### src/dcbs_pkg.sv
// shared constants, types and helper function of the divided clock bit sequencer
package dcbs_pkg;

  // divider bank and selectors
  localparam int unsigned NUM_DIV = 16;
  localparam int unsigned NUM_SEL = 4;
  localparam int unsigned RES_W   = $clog2(NUM_DIV);
  localparam int unsigned SEL_W   = 5;
  localparam int unsigned IDX_W   = 4;

  // selector codes
  localparam int unsigned SEL_OFF  = 0;
  localparam int unsigned SEL_ON   = 1;
  localparam int unsigned SEL_DIV0 = 2;

  // cv scaling
  localparam int unsigned SIZE_W    = 6;
  localparam int unsigned OFS_W     = 6;
  localparam int unsigned CV_W      = 18;
  localparam int unsigned CV_SCALE  = 40960;
  localparam int unsigned CV_MAX    = 153600;
  localparam int unsigned DVD_W     = 20;
  localparam int unsigned DVD_CNT_W = $clog2(DVD_W + 1);
  localparam int unsigned SIZE_MIN  = 4;
  localparam int unsigned SIZE_MAX  = 32;

  // trigger pulse and reset hold window
  localparam int unsigned PULSE_SAMPLES = 48;
  localparam int unsigned PULSE_W       = $clog2(PULSE_SAMPLES + 1);

  // register port
  localparam int unsigned APB_DW = 32;
  localparam int unsigned ADDR_W = 5;

  // register indexes, byte address is 4 * index
  typedef enum logic [2:0] {
    REG_SELECT_A     = 3'd0,
    REG_SELECT_B     = 3'd1,
    REG_SELECT_C     = 3'd2,
    REG_SELECT_D     = 3'd3,
    REG_INVERT_MASK  = 3'd4,
    REG_GATE_INVERT  = 3'd5,
    REG_SCALE_SIZE   = 3'd6,
    REG_START_OFFSET = 3'd7
  } reg_idx_e;

  // register reset values
  localparam logic [SEL_W-1:0]  RST_SELECT_A   = SEL_W'(2);
  localparam logic [SEL_W-1:0]  RST_SELECT_B   = SEL_W'(3);
  localparam logic [SEL_W-1:0]  RST_SELECT_C   = SEL_W'(5);
  localparam logic [SEL_W-1:0]  RST_SELECT_D   = SEL_W'(9);
  localparam logic [SIZE_W-1:0] RST_SCALE_SIZE = SIZE_W'(16);

  // configuration seen by the datapath
  typedef struct packed {
    logic [NUM_SEL-1:0][SEL_W-1:0] select;
    logic [NUM_SEL-1:0]            invert_mask;
    logic                          gate_invert;
    logic [SIZE_W-1:0]             scale_size;
    logic [OFS_W-1:0]              start_offset;
  } cfg_t;

  // commands from the controller
  typedef struct packed {
    logic rst_load;
    logic advance;
    logic hold_tick;
    logic div_start;
    logic cv_load;
    logic finish;
  } cmd_t;

  // status back to the controller
  typedef struct packed {
    logic load_done;
    logic hold_active;
    logic div_done;
    logic out_free;
  } status_t;

  // one selector pick: off, on or one divider bit
  function automatic logic pick(input logic [SEL_W-1:0] sel,
                                input logic [NUM_DIV-1:0] bits);
    logic [SEL_W-1:0] off;
    logic             r;
    off = sel - SEL_W'(SEL_DIV0);
    r   = 1'b0;
    if (sel == SEL_W'(SEL_ON)) begin
      r = 1'b1;
    end else if (sel >= SEL_W'(SEL_DIV0) && sel < SEL_W'(SEL_DIV0 + NUM_DIV)) begin
      r = bits[off[RES_W-1:0]];
    end
    return r;
  endfunction

endpackage

### src/dcbs_in_if.sv
// input channel: one word per audio sample with clock and reset edge flags
interface dcbs_in_if ();
  logic valid;
  logic ready;
  logic clock_rise;
  logic reset_rise;

  modport source (output valid, output clock_rise, output reset_rise, input ready);
  modport sink   (input valid, input clock_rise, input reset_rise, output ready);
endinterface

### src/dcbs_out_if.sv
// output channel: one result word per input word
interface dcbs_out_if import dcbs_pkg::*; ();
  logic                valid;
  logic                ready;
  logic [CV_W-1:0]     cv_code;
  logic [IDX_W-1:0]    cv_index;
  logic                trigger_out;
  logic [NUM_SEL-1:0]  select_gates;
  logic [NUM_DIV-1:0]  divider_gates;

  modport source (output valid, output cv_code, output cv_index, output trigger_out,
                  output select_gates, output divider_gates, input ready);
  modport sink   (input valid, input cv_code, input cv_index, input trigger_out,
                  input select_gates, input divider_gates, output ready);
endinterface

### src/dcbs_regs.sv
// apb configuration registers of the sequencer
module dcbs_regs import dcbs_pkg::*; (
  input  logic              clk_i,
  input  logic              rst_ni,
  input  logic              psel,
  input  logic              penable,
  input  logic              pwrite,
  input  logic [ADDR_W-1:0] paddr,
  input  logic [APB_DW-1:0] pwdata,
  output logic [APB_DW-1:0] prdata,
  output logic              pready,
  output cfg_t              cfg_o
);

  cfg_t     cfg_q;
  reg_idx_e idx;
  logic     wr_en;

  assign pready = 1'b1;
  assign idx    = reg_idx_e'(paddr[ADDR_W-1:2]);
  assign wr_en  = psel && penable && pwrite;
  assign cfg_o  = cfg_q;

  // register writes
  always_ff @(posedge clk_i or negedge rst_ni) begin
    if (!rst_ni) begin
      cfg_q.select[0]    <= RST_SELECT_A;
      cfg_q.select[1]    <= RST_SELECT_B;
      cfg_q.select[2]    <= RST_SELECT_C;
      cfg_q.select[3]    <= RST_SELECT_D;
      cfg_q.invert_mask  <= '0;
      cfg_q.gate_invert  <= 1'b0;
      cfg_q.scale_size   <= RST_SCALE_SIZE;
      cfg_q.start_offset <= '0;
    end else if (wr_en) begin
      unique case (idx)
        REG_SELECT_A:     cfg_q.select[0]    <= pwdata[SEL_W-1:0];
        REG_SELECT_B:     cfg_q.select[1]    <= pwdata[SEL_W-1:0];
        REG_SELECT_C:     cfg_q.select[2]    <= pwdata[SEL_W-1:0];
        REG_SELECT_D:     cfg_q.select[3]    <= pwdata[SEL_W-1:0];
        REG_INVERT_MASK:  cfg_q.invert_mask  <= pwdata[NUM_SEL-1:0];
        REG_GATE_INVERT:  cfg_q.gate_invert  <= pwdata[0];
        REG_SCALE_SIZE:   cfg_q.scale_size   <= pwdata[SIZE_W-1:0];
        REG_START_OFFSET: cfg_q.start_offset <= pwdata[OFS_W-1:0];
        default:          cfg_q.start_offset <= cfg_q.start_offset;
      endcase
    end
  end

  // read mux
  always_comb begin
    unique case (idx)
      REG_SELECT_A:     prdata = APB_DW'(cfg_q.select[0]);
      REG_SELECT_B:     prdata = APB_DW'(cfg_q.select[1]);
      REG_SELECT_C:     prdata = APB_DW'(cfg_q.select[2]);
      REG_SELECT_D:     prdata = APB_DW'(cfg_q.select[3]);
      REG_INVERT_MASK:  prdata = APB_DW'(cfg_q.invert_mask);
      REG_GATE_INVERT:  prdata = APB_DW'(cfg_q.gate_invert);
      REG_SCALE_SIZE:   prdata = APB_DW'(cfg_q.scale_size);
      REG_START_OFFSET: prdata = APB_DW'(cfg_q.start_offset);
      default:          prdata = '0;
    endcase
  end

endmodule

### src/dcbs_div.sv
// restoring divider, one quotient bit per cycle
module dcbs_div import dcbs_pkg::*; (
  input  logic              clk_i,
  input  logic              rst_ni,
  input  logic              start_i,
  input  logic [DVD_W-1:0]  dividend_i,
  input  logic [SIZE_W-1:0] divisor_i,
  output logic              done_o,
  output logic [CV_W-1:0]   quotient_o
);

  logic                 busy_q;
  logic                 done_q;
  logic [DVD_CNT_W-1:0] cnt_q;
  logic [DVD_W-1:0]     dq_q;
  logic [SIZE_W-2:0]    rem_q;
  logic [SIZE_W-1:0]    div_q;
  logic [SIZE_W-1:0]    trial;
  logic                 qbit;
  logic [SIZE_W-1:0]    diff;

  // trial subtract of the shifted remainder
  assign trial = {rem_q, dq_q[DVD_W-1]};
  assign qbit  = trial >= div_q;
  assign diff  = trial - div_q;

  assign done_o     = done_q;
  assign quotient_o = dq_q[CV_W-1:0];

  // control
  always_ff @(posedge clk_i or negedge rst_ni) begin
    if (!rst_ni) begin
      busy_q <= 1'b0;
      done_q <= 1'b0;
      cnt_q  <= '0;
    end else begin
      done_q <= 1'b0;
      if (start_i) begin
        busy_q <= 1'b1;
        cnt_q  <= DVD_CNT_W'(DVD_W);
      end else if (busy_q) begin
        cnt_q <= cnt_q - 1'b1;
        if (cnt_q == DVD_CNT_W'(1)) begin
          busy_q <= 1'b0;
          done_q <= 1'b1;
        end
      end
    end
  end

  // dividend shifts out while quotient shifts in
  always_ff @(posedge clk_i) begin
    if (start_i) begin
      dq_q  <= dividend_i;
      rem_q <= '0;
      div_q <= divisor_i;
    end else if (busy_q) begin
      dq_q  <= {dq_q[DVD_W-2:0], qbit};
      rem_q <= qbit ? diff[SIZE_W-2:0] : trial[SIZE_W-2:0];
    end
  end

endmodule

### src/dcbs_dp.sv
// datapath: divider bank, hold and trigger counters, cv register and result register
module dcbs_dp import dcbs_pkg::*; (
  input  logic                clk_i,
  input  logic                rst_ni,
  input  cfg_t                cfg_i,
  input  cmd_t                cmd_i,
  output status_t             status_o,
  input  logic                out_ready_i,
  output logic                out_valid_o,
  output logic [CV_W-1:0]     cv_code_o,
  output logic [IDX_W-1:0]    cv_index_o,
  output logic                trigger_out_o,
  output logic [NUM_SEL-1:0]  select_gates_o,
  output logic [NUM_DIV-1:0]  divider_gates_o
);

  logic [NUM_DIV-1:0][RES_W-1:0] res_q, res_d;
  logic [NUM_DIV-1:0]            bits_q, bits_d;
  logic [OFS_W-1:0]              load_left_q;
  logic [PULSE_W-1:0]            hold_q;
  logic [PULSE_W-1:0]            trig_q;
  logic [CV_W-1:0]               cur_cv_q;
  logic [CV_W-1:0]               last_cv_q;
  logic                          last_valid_q;
  logic                          out_valid_q;

  logic [NUM_SEL-1:0]            picks;
  logic [IDX_W-1:0]              index;
  logic [SIZE_W-1:0]             size_clamped;
  logic [DVD_W-1:0]              dividend;
  logic                          div_done;
  logic [CV_W-1:0]               quotient;
  logic                          changed;
  logic [PULSE_W-1:0]            trig_arm;
  logic                          trig_fire;

  // per divider residue and quotient parity, advanced by one step
  always_comb begin
    for (int k = 0; k < NUM_DIV; k++) begin
      if (res_q[k] == RES_W'(k)) begin
        res_d[k]  = '0;
        bits_d[k] = ~bits_q[k];
      end else begin
        res_d[k]  = res_q[k] + 1'b1;
        bits_d[k] = bits_q[k];
      end
    end
  end

  // selector picks and index
  always_comb begin
    for (int i = 0; i < NUM_SEL; i++) begin
      picks[i] = pick(cfg_i.select[i], bits_q);
    end
  end
  assign index = IDX_W'(picks ^ cfg_i.invert_mask);

  // divisor clamp and scaled index
  always_comb begin
    if (cfg_i.scale_size < SIZE_W'(SIZE_MIN)) begin
      size_clamped = SIZE_W'(SIZE_MIN);
    end else if (cfg_i.scale_size > SIZE_W'(SIZE_MAX)) begin
      size_clamped = SIZE_W'(SIZE_MAX);
    end else begin
      size_clamped = cfg_i.scale_size;
    end
  end
  assign dividend = DVD_W'(index) * DVD_W'(CV_SCALE);

  dcbs_div u_div (
    .clk_i      (clk_i),
    .rst_ni     (rst_ni),
    .start_i    (cmd_i.div_start),
    .dividend_i (dividend),
    .divisor_i  (size_clamped),
    .done_o     (div_done),
    .quotient_o (quotient)
  );

  // trigger arming on a cv change
  assign changed   = !last_valid_q || (cur_cv_q != last_cv_q);
  assign trig_arm  = (changed && trig_q < PULSE_W'(PULSE_SAMPLES)) ?
                     PULSE_W'(PULSE_SAMPLES) : trig_q;
  assign trig_fire = trig_arm != '0;

  // status
  assign status_o.load_done   = load_left_q == '0;
  assign status_o.hold_active = hold_q != '0;
  assign status_o.div_done    = div_done;
  assign status_o.out_free    = !out_valid_q || out_ready_i;

  // sequencer state
  always_ff @(posedge clk_i or negedge rst_ni) begin
    if (!rst_ni) begin
      res_q        <= '0;
      bits_q       <= '0;
      load_left_q  <= '0;
      hold_q       <= '0;
      trig_q       <= '0;
      cur_cv_q     <= '0;
      last_cv_q    <= '0;
      last_valid_q <= 1'b0;
      out_valid_q  <= 1'b0;
    end else begin
      if (cmd_i.rst_load) begin
        res_q        <= '0;
        bits_q       <= '0;
        load_left_q  <= cfg_i.start_offset;
        hold_q       <= PULSE_W'(PULSE_SAMPLES);
        last_valid_q <= 1'b0;
      end
      if (cmd_i.advance) begin
        res_q  <= res_d;
        bits_q <= bits_d;
        if (load_left_q != '0) begin
          load_left_q <= load_left_q - 1'b1;
        end
      end
      if (cmd_i.hold_tick && hold_q != '0) begin
        hold_q <= hold_q - 1'b1;
      end
      if (cmd_i.cv_load) begin
        cur_cv_q <= quotient;
      end
      if (cmd_i.finish) begin
        trig_q       <= trig_arm - PULSE_W'(trig_fire);
        last_cv_q    <= cur_cv_q;
        last_valid_q <= 1'b1;
        out_valid_q  <= 1'b1;
      end else if (out_ready_i) begin
        out_valid_q <= 1'b0;
      end
    end
  end

  // result word
  always_ff @(posedge clk_i) begin
    if (cmd_i.finish) begin
      cv_code_o       <= cur_cv_q;
      cv_index_o      <= index;
      trigger_out_o   <= trig_fire;
      select_gates_o  <= picks;
      divider_gates_o <= bits_q ^ {NUM_DIV{cfg_i.gate_invert}};
    end
  end

  assign out_valid_o = out_valid_q;

endmodule

### src/dcbs_ctrl.sv
// controller: sequences reset load, hold, clock step, division and result write
module dcbs_ctrl import dcbs_pkg::*; (
  input  logic    clk_i,
  input  logic    rst_ni,
  input  logic    in_valid_i,
  output logic    in_ready_o,
  input  logic    clock_rise_i,
  input  logic    reset_rise_i,
  input  status_t status_i,
  output cmd_t    cmd_o
);

  typedef enum logic [2:0] {
    ST_IDLE,
    ST_LOAD,
    ST_EVAL,
    ST_DSTART,
    ST_DWAIT,
    ST_FIN
  } state_e;

  state_e state_q;
  logic   clk_flag_q;
  logic   rst_flag_q;
  logic   accept;
  logic   step;

  assign in_ready_o = state_q == ST_IDLE;
  assign accept     = in_valid_i && in_ready_o;
  assign step       = clk_flag_q && !status_i.hold_active;

  // state and latched edge flags
  always_ff @(posedge clk_i or negedge rst_ni) begin
    if (!rst_ni) begin
      state_q    <= ST_IDLE;
      clk_flag_q <= 1'b0;
      rst_flag_q <= 1'b0;
    end else begin
      unique case (state_q)
        ST_IDLE: begin
          if (accept) begin
            clk_flag_q <= clock_rise_i;
            rst_flag_q <= reset_rise_i;
            state_q    <= reset_rise_i ? ST_LOAD : ST_EVAL;
          end
        end
        ST_LOAD: begin
          if (status_i.load_done) begin
            state_q <= ST_EVAL;
          end
        end
        ST_EVAL: begin
          state_q <= (rst_flag_q || step) ? ST_DSTART : ST_FIN;
        end
        ST_DSTART: begin
          state_q <= ST_DWAIT;
        end
        ST_DWAIT: begin
          if (status_i.div_done) begin
            state_q <= ST_FIN;
          end
        end
        ST_FIN: begin
          if (status_i.out_free) begin
            state_q <= ST_IDLE;
          end
        end
        default: state_q <= ST_IDLE;
      endcase
    end
  end

  // commands
  always_comb begin
    cmd_o           = '0;
    cmd_o.rst_load  = accept && reset_rise_i;
    cmd_o.advance   = (state_q == ST_LOAD && !status_i.load_done) ||
                      (state_q == ST_EVAL && step);
    cmd_o.hold_tick = state_q == ST_EVAL;
    cmd_o.div_start = state_q == ST_DSTART;
    cmd_o.cv_load   = state_q == ST_DWAIT && status_i.div_done;
    cmd_o.finish    = state_q == ST_FIN && status_i.out_free;
  end

endmodule

### src/divided_clock_bit_sequencer.sv
// top level of the divided clock bit sequencer
//
//  port      dir  flow control        word
//  item_i    in   valid / ready       clock_rise, reset_rise
//  result_o  out  valid / ready       cv_code, cv_index, trigger_out,
//                                     select_gates, divider_gates
//  apb       in   psel / penable      eight registers at byte address 4*i
//
// a result is offered after the controller has passed the eval state and, when the cv
// is recomputed, the divider start and wait states of the bit serial divider; the next
// word is taken only after the result write, so the sequencer never overlaps two words
// a word with reset_rise always recomputes the cv and first loads start_offset steps
// into the divider bank, one step per cycle
// a stalled output keeps its result and holds back only the write of the next one
module divided_clock_bit_sequencer import dcbs_pkg::*; (
  input  logic              clk_i,
  input  logic              rst_ni,
  dcbs_in_if.sink           item_i,
  dcbs_out_if.source        result_o,
  input  logic              psel,
  input  logic              penable,
  input  logic              pwrite,
  input  logic [ADDR_W-1:0] paddr,
  input  logic [APB_DW-1:0] pwdata,
  output logic [APB_DW-1:0] prdata,
  output logic              pready
);

  cfg_t    cfg;
  cmd_t    cmd;
  status_t status;

  // configuration registers
  dcbs_regs u_regs (
    .clk_i   (clk_i),
    .rst_ni  (rst_ni),
    .psel    (psel),
    .penable (penable),
    .pwrite  (pwrite),
    .paddr   (paddr),
    .pwdata  (pwdata),
    .prdata  (prdata),
    .pready  (pready),
    .cfg_o   (cfg)
  );

  // controller
  dcbs_ctrl u_ctrl (
    .clk_i        (clk_i),
    .rst_ni       (rst_ni),
    .in_valid_i   (item_i.valid),
    .in_ready_o   (item_i.ready),
    .clock_rise_i (item_i.clock_rise),
    .reset_rise_i (item_i.reset_rise),
    .status_i     (status),
    .cmd_o        (cmd)
  );

  // datapath
  dcbs_dp u_dp (
    .clk_i           (clk_i),
    .rst_ni          (rst_ni),
    .cfg_i           (cfg),
    .cmd_i           (cmd),
    .status_o        (status),
    .out_ready_i     (result_o.ready),
    .out_valid_o     (result_o.valid),
    .cv_code_o       (result_o.cv_code),
    .cv_index_o      (result_o.cv_index),
    .trigger_out_o   (result_o.trigger_out),
    .select_gates_o  (result_o.select_gates),
    .divider_gates_o (result_o.divider_gates)
  );

endmodule

### src/flat_wrapper.sv
// flat-port wrapper written by rule: the top's interface ports become plain ports
module divided_clock_bit_sequencer_flat import dcbs_pkg::*;
  (clk_i, rst_ni, psel, penable, pwrite, paddr, pwdata, prdata, pready, item_i_valid, item_i_clock_rise, item_i_reset_rise, item_i_ready, result_o_valid, result_o_cv_code, result_o_cv_index, result_o_trigger_out, result_o_select_gates, result_o_divider_gates, result_o_ready);
  dcbs_in_if item_i_i ();
  dcbs_out_if result_o_i ();
  input  logic clk_i;
  input  logic rst_ni;
  input  logic psel;
  input  logic penable;
  input  logic pwrite;
  input  logic [ADDR_W-1:0] paddr;
  input  logic [APB_DW-1:0] pwdata;
  output logic [APB_DW-1:0] prdata;
  output logic pready;
  input wire logic [$bits(item_i_i.valid)-1:0] item_i_valid;
  input wire logic [$bits(item_i_i.clock_rise)-1:0] item_i_clock_rise;
  input wire logic [$bits(item_i_i.reset_rise)-1:0] item_i_reset_rise;
  output wire logic [$bits(item_i_i.ready)-1:0] item_i_ready;
  output wire logic [$bits(result_o_i.valid)-1:0] result_o_valid;
  output wire logic [$bits(result_o_i.cv_code)-1:0] result_o_cv_code;
  output wire logic [$bits(result_o_i.cv_index)-1:0] result_o_cv_index;
  output wire logic [$bits(result_o_i.trigger_out)-1:0] result_o_trigger_out;
  output wire logic [$bits(result_o_i.select_gates)-1:0] result_o_select_gates;
  output wire logic [$bits(result_o_i.divider_gates)-1:0] result_o_divider_gates;
  input wire logic [$bits(result_o_i.ready)-1:0] result_o_ready;
  assign item_i_i.valid = item_i_valid;
  assign item_i_i.clock_rise = item_i_clock_rise;
  assign item_i_i.reset_rise = item_i_reset_rise;
  assign item_i_ready = item_i_i.ready;
  assign result_o_valid = result_o_i.valid;
  assign result_o_cv_code = result_o_i.cv_code;
  assign result_o_cv_index = result_o_i.cv_index;
  assign result_o_trigger_out = result_o_i.trigger_out;
  assign result_o_select_gates = result_o_i.select_gates;
  assign result_o_divider_gates = result_o_i.divider_gates;
  assign result_o_i.ready = result_o_ready;
  divided_clock_bit_sequencer u_core (.clk_i(clk_i), .rst_ni(rst_ni), .item_i(item_i_i), .result_o(result_o_i), .psel(psel), .penable(penable), .pwrite(pwrite), .paddr(paddr), .pwdata(pwdata), .prdata(prdata), .pready(pready));
endmodule
### config.mk
export PLATFORM = sky130hd
export DESIGN_NAME = divided_clock_bit_sequencer_flat
export DESIGN_NICKNAME = d
export VERILOG_FILES = /design/src/dcbs_pkg.sv /design/src/dcbs_in_if.sv /design/src/dcbs_out_if.sv /design/src/dcbs_regs.sv /design/src/dcbs_div.sv /design/src/dcbs_dp.sv /design/src/dcbs_ctrl.sv /design/src/divided_clock_bit_sequencer.sv /design/src/flat_wrapper.sv
export SDC_FILE = /design/constraint.sdc
export NUM_CORES = 1
export LEC_CHECK = 0
export BUFFER_PORTS_ARGS = -buffer_cell sky130_fd_sc_hd__buf_2
export CAP_MARGIN = 20
export CORE_MARGIN = 5
export CORE_UTILIZATION = 60
export CTS_CLUSTER_DIAMETER = 150
export CTS_CLUSTER_SIZE = 40
export DETAILED_ROUTE_END_ITERATION = 16
export PLACE_DENSITY = 0.8
export SETUP_SLACK_MARGIN = 0.1
export SYNTH_ARGS = -nofsm -noshare
export SYNTH_HDL_FRONTEND = slang
export SYNTH_HIERARCHICAL = 1
export SYNTH_SLANG_ARGS = --single-unit
### constraint.sdc
create_clock -name clk_i -period 11.3 [get_ports clk_i]
set_clock_uncertainty 0.1 [all_clocks]
set_input_delay 1.13 -clock clk_i [delete_from_list [all_inputs] [get_ports clk_i]]
set_output_delay 1.13 -clock clk_i [all_outputs]
set_load 0.02 [all_outputs]
After elaboration in Yosys (flattened, before gate mapping):

Cells that the tools add are included.

* reductions and logical operators: 62
* magnitude comparators: 16
* add/sub/neg operators: 25
* $mul: 1
* bitwise logic cells: 18
* equal/unequal tests: 53
* multiplexer cells: 82

Operators with widths (count)
* one-hot mux 32 bit (8 select lines): 1
* 2-to-1 mux 64 bit: 2
* adder 4 x 1 -> 4 bit, second input constant: 16
* 2-to-1 mux 4 bit: 16
* AND reduction 2 bit: 25
* 2-to-1 mux 6 bit: 7
* 2-to-1 mux 20 bit: 2
* 2-to-1 mux 1 bit: 38
* inequality test 2 bit, second input constant: 19
* == test 4 bit, second input constant: 8
* 2-to-1 mux 16 bit: 2
* == test 5 x 1 -> 1 bit, second input constant: 5
* greater-or-equal comparator 5 x 2 -> 1 bit, second input constant: 4
* < comparator 4 x 5 -> 1 bit, second input constant: 4
* < comparator 5 bit, second input constant: 4
* == test 3 bit, second input constant: 6
* inequality test 18 bit: 1
* one-hot mux 3 bit (6 select lines): 1
* nonzero test 6 bit: 3
* binary-select mux 1 bit (select 4 bit): 4
* == test 4 x 3 -> 1 bit, second input constant: 4
* NOT 1 bit: 16
* subtractor 4 x 2 -> 4 bit, second input constant: 4
* bitwise XOR 16 bit: 1
* 27 further kinds: 64

* bits of input ports: 46
* register bits after elaboration: 259
* output and inout port bits: 78

Depth between registers and ports, before layout:

* depth in word-level cells: 8
* depth in mapped cells: 14

By module:

The synthesis kept the hierarchy.

Modules (own cells, without submodules)
* dcbs_dp: times used 1, area each 9435.3 µm², cells each 870
* dcbs_div: times used 1, area each 1985.7 µm², cells each 156
* dcbs_regs: times used 1, area each 1966.9 µm², cells each 155
* dcbs_ctrl: times used 1, area each 355.3 µm², cells each 37

Worst setup path before layout:

No wires, ideal clock.

* path type: input -> register
* start: input result_o_ready
* end: register u_core.u_dp.trig_q[5]
* stages on the path: 7
* setup slack: 6.895 ns
* path buffers: 1
* arrival time: 4.241 ns
* cell sequence: nand2b_1 > nand2_1 > nor2_1 > buf_1 > inv_1 > a311oi_1 > a21o_1

RTL lines
* from (decl): line flat_wrapper.sv:25 `input wire logic [$bits(result_o_i.ready)-1:0] result_o_ready;`
* to (signal assigned): line dcbs_dp.sv:126 `trig_q <= trig_arm - PULSE_W'(trig_fire);`
* to (decl): line dcbs_dp.sv:21 `logic [PULSE_W-1:0] trig_q;`

Worst setup path in the final report:

* start: register u_core.u_regs.cfg_q (netlist bit u_core/u_regs/cfg_o[23])
* end: register u_core.u_dp.u_div.dq_q[18] (data pin)

* word-level cells in the longest chain between the ends: 8

Ends and longest elaborated chain
* from (decl): line dcbs_regs.sv:15 `cfg_t cfg_q;`
* subtractor 4 x 2 -> 4 bit: line dcbs_pkg.sv:86 `off = sel - SEL_W'(SEL_DIV0);`
* binary-select mux 1 bit (select 4 bit): line dcbs_pkg.sv:91 `r = bits[off[RES_W-1:0]];`
* 2-to-1 mux 1 bit (implied by the code): line dcbs_pkg.sv:91
* 2-to-1 mux 1 bit: line dcbs_pkg.sv:90 `end else if (sel >= SEL_W'(SEL_DIV0) && sel < SEL_W'(SEL_DIV0 + NUM_DIV)) begin`
* 2-to-1 mux 1 bit *: line dcbs_pkg.sv:88 `if (sel == SEL_W'(SEL_ON)) begin`
* bitwise XOR 4 bit *: line dcbs_dp.sv:56 `assign index = IDX_W'(picks ^ cfg_i.invert_mask);`
* multiplier 4 x 3 -> 7 bit *: line dcbs_dp.sv:68 `assign dividend = DVD_W'(index) * DVD_W'(CV_SCALE);`
* via u_core.u_dp.dividend[18]: line dcbs_dp.sv:30 `logic [DVD_W-1:0] dividend;`
* 2-to-1 mux 20 bit *: line dcbs_div.sv:53 `if (start_i) begin`
* to (signal assigned): line dcbs_div.sv:54 `dq_q <= dividend_i;`
* to (signal assigned): line dcbs_div.sv:58 `dq_q <= {dq_q[DVD_W-2:0], qbit};`
* to (decl): line dcbs_div.sv:15 `logic [DVD_W-1:0] dq_q;`

The timed path passes the listed nets; every way through them passes the cells marked *. The select of a mux whose other input is x is not followed.
A chain may end at the register's enable or synchronous reset.

==> flow_summary_export.csv <==
group,metric,value,unit
floorplan,coreArea,22600,um^2
cts,cts_buffers,10,
power,p_clk_share,13.2,%
worst_setup_path,endpoint_kind,"register",
worst_setup_path,critPathArrivalTime,4.50,ns
power,seq_power_share,46.5,%
timing,maxSlewViolCount,0,
cts,cts_tree,"yes",
floorplan,io_pins,124,
timing,slew-limit-headroom,38.6,%
synth,synth_top_cell_area_share,32.2,%
cts,cts_hold_buf,0,
timing,period_share,38.3,%
synth,synth_xor_area_share,5.01,%
routing,wl_per_cell,17.3,um
power,leakage,6.38,nW
routing,drt_first_pass_iters,5,
synth,synth.avg_cell_area,11.3,um^2
power,comb_power_share,40.3,%
synth,synth-seq-area-share,49.6,%
floorplan,die_w,161,um
cts,clk_pin_slew,0.14,ns
grt,antenna_found_initial,0,
placement,dpl.hpwl,18.6,mm
synth,yosysWarnings,6,
job,drv_cap,0,
routing,vias,9040,
routing,drc,0,
synth,yosys.area_share.simple,11.8,%
floorplan,start_util,60.9,%
synth,synth_edf_count,69,
cts,clockBufferDepth,3,
cells_and_area,fin_nets,1345,
cells_and_area,diodes,0,
placement,place_congestion,0.873,
timing,rsz0062_at_grt,"no",
routing,detail_route.vias_per_cell,5.89,
cts,postCtsSetupBuffers,0,
power,power_density,247,nW/um^2
cts,clkSinkCount,259,
worst_setup_path,cp.required,11.47,ns
synth,synthArstFlopShare,71.4,%
synth,synth_area,13700,um^2
worst_setup_path,cp_max_fo,7,
synth,synth.area.mux_share,13.1,%
synth,synth_compound_area_share,9.71,%
worst_setup_path,path_class,"reg2reg",
synth,synth_cell_types,90,
timing,fmax,0.231,GHz
timing,hold_slack,0.392,ns
cells_and_area,drive_above_1_share,19.7,%
min_path,hold_path_class,"reg2reg",
power,power.total,3.55,mW
floorplan,die_h,161,um
routing,routed_wl,26.5,mm
routing,drtIter0Drc,738,
cts,cts-root-buf,"clkbuf_16",
outcome,status,"finished clean",
timing,hold_viol_final,0,
routing,ant_nets,0,
timing,tns,0,ns
synth,synth_ff_type,"dfrtp_1",
timing,finalSetupViolations,0,
cells_and_area,area_delta_synth_final,4.81,%
power,switching_share,39.4,%
grt,grt_pass1_vias,8772,
cts,cts_resized,0,
synth,ys_ff_latch,259,
placement,io_buffers,68,
floorplan,dieArea,26000,um^2
grt,grt_use_total,20.4,%
timing,min_period,4.33,ns
grt,grt_pass1_wl,44.5,mm
power,cellInternalPower,2.15,mW
synth,synthTopCellsByArea,"dfrtp_1, edfxtp_1, mux2_2",
power,peakVddDrop,0.119,mV
timing,tightest_slew,0.921,ns
synth,synth_top_family_by_area,"multiplexers",
synth,syn_inst,1218,
grt,overflow,0,
synth,synth_area_leader_cell,"dfrtp_1",
worst_setup_path,worstSetupStartpointType,"register",
grt,grt_max_degree,78,
power,p_sw,1.40,mW
cts,clk_latency,0.49,ns
floorplan,num_rows,55,
cts,cts-htree-levels,1,
synth,synth-adder-area-share,4.84,%
==> per-stage QoR <==
step / worst slack [ns] / utilization, % / cell area [um^2] / cells
finish: 6.97 / 63.8 / 14400 / 1536
global route: 6.75 / 63.8 / 14400 / 1536
CTS: 6.97 / 63.8 / 14400 / 1536
detailed placement: 6.97 / 62.4 / 14100 / 1520
global placement: 7.02 / 62.4 / 14100 / 1520
floorplan: 6.90 / - / 13900 / 1255
==> power groups by stage <==
stage	Combinational (mW)	Sequential, mW	Clock (mW)
2_1_floorplan	1.20	1.58	0
3_3_place_gp	1.37	1.65	0
3_5_place_dp	1.43	1.67	0
4_1_cts	1.44	1.65	0.483
5_1_grt	1.62	1.70	0.515
6_report	1.43	1.65	0.469
==> sequential cells by signal, indices dropped and copies added, names as in the netlist, 16 cells and up <==
name,cells
u_core/u_dp/bits_q,16
u_core/u_dp/cur_cv_q,18
u_core/u_dp/cv_code_o,18
u_core/u_dp/divider_gates_o,16
u_core/u_dp/last_cv_q,18
u_core/u_dp/res_q,64
u_core/u_dp/u_div/dq_q,20
u_core/u_regs/cfg_o,37
==> critical path, stage by stage, from the launching register on <==
cell and delay, ns:
dfstp_2 0.61, inv_1 0.12, ha_1 0.43, mux4_2 0.53, mux2i_1 0.26, a2111o_1 0.16, o41a_1 0.15, nand3_1 0.20
ha_1 0.36, ha_1 0.16, inv_1 0.06, fa_1 0.38, xnor3_1 0.33, mux2_2 0.26
==> layout by cell type, fill, tap and decap left out, drive strengths merged, types with 50 or more instances in the layout <==
master | Yosys | final
nand2 | 113 | 113
ha | 50 | 50
mux2 | 103 | 103
inv | 56 | 56
xor2 | 56 | 56
nor2 | 77 | 77
buf | 66 | 77
edfxtp | 69 | 69
o21ai | 73 | 73
dfrtp | 177 | 177
==> kinds of logic after synthesis <==
logic type / count (synthesis)
adder cells (fa/ha/maj): 52
XOR/XNOR: 77
buffers and inverters: 153
multiplexers: 145
AO/OA/AOI/OAI: 200
AND/OR/NAND/NOR: 329
other: 3
flip-flops: 259
==> per-layer routing <==
metal | GRT usage (%) | wire, um | up-vias
met2 | 35.2 | 13300 | 207
met5 | 0 | 0 | -
met1 | 27.5 | 11300 | 4483
met3 | 2.32 | 1140 | 48
li1 | - | - | 4302
met4 | 6.09 | 723 | 0
==> final timing paths <==
path / startpoint / end / slack, ns / cells after the start
max in group asynchronous: rst_ni / u_core/u_dp/res_q[45] / 8.60 / 3
min in group asynchronous: rst_ni / u_core/u_dp/u_div/cnt_q[3] / 0.44 / 1
setup / recovery: u_core/u_regs/cfg_o[23] / u_core/u_dp/u_div/dq_q[18] / 6.97 / 13
setup reg to reg: u_core/u_regs/cfg_o[23] / u_core/u_dp/u_div/dq_q[18] / 6.97 / 13
hold reg to reg: u_core/u_dp/hold_q[5] / u_core/u_dp/hold_q[5] / 0.39 / 1
hold / removal: u_core/u_dp/hold_q[5] / u_core/u_dp/hold_q[5] / 0.39 / 1
==> Yosys cell counts, types with 8 or more instances <==
cell	instances
nor3_1	14
mux2_2	97
o22ai_1	22
mux4_2	16
dfrtp_1	177
ha_1	50
dfstp_2	8
nand3b_1	8
nand2_1	112
xor2_1	56
nor2b_1	8
o21ai_0	71
mux2i_1	25
o31ai_1	13
nor2_1	76
nand3_1	28
buf_4	47
xnor2_1	20
a21oi_1	25
nand4_1	9
buf_1	8
clkbuf_1	29
edfxtp_1	69
nand2b_1	15
inv_1	56
==> layout make-up <==
class,instances,area (um^2)
timing repair buffer,77,414
sequential,259,6810
multi-input combinational,843,6290
clock buffer,15,290
fill,1733,8170
inverter,56,210
clock inverter,1,30.0
tap,285,357
(Power assumes the default switching activity.)
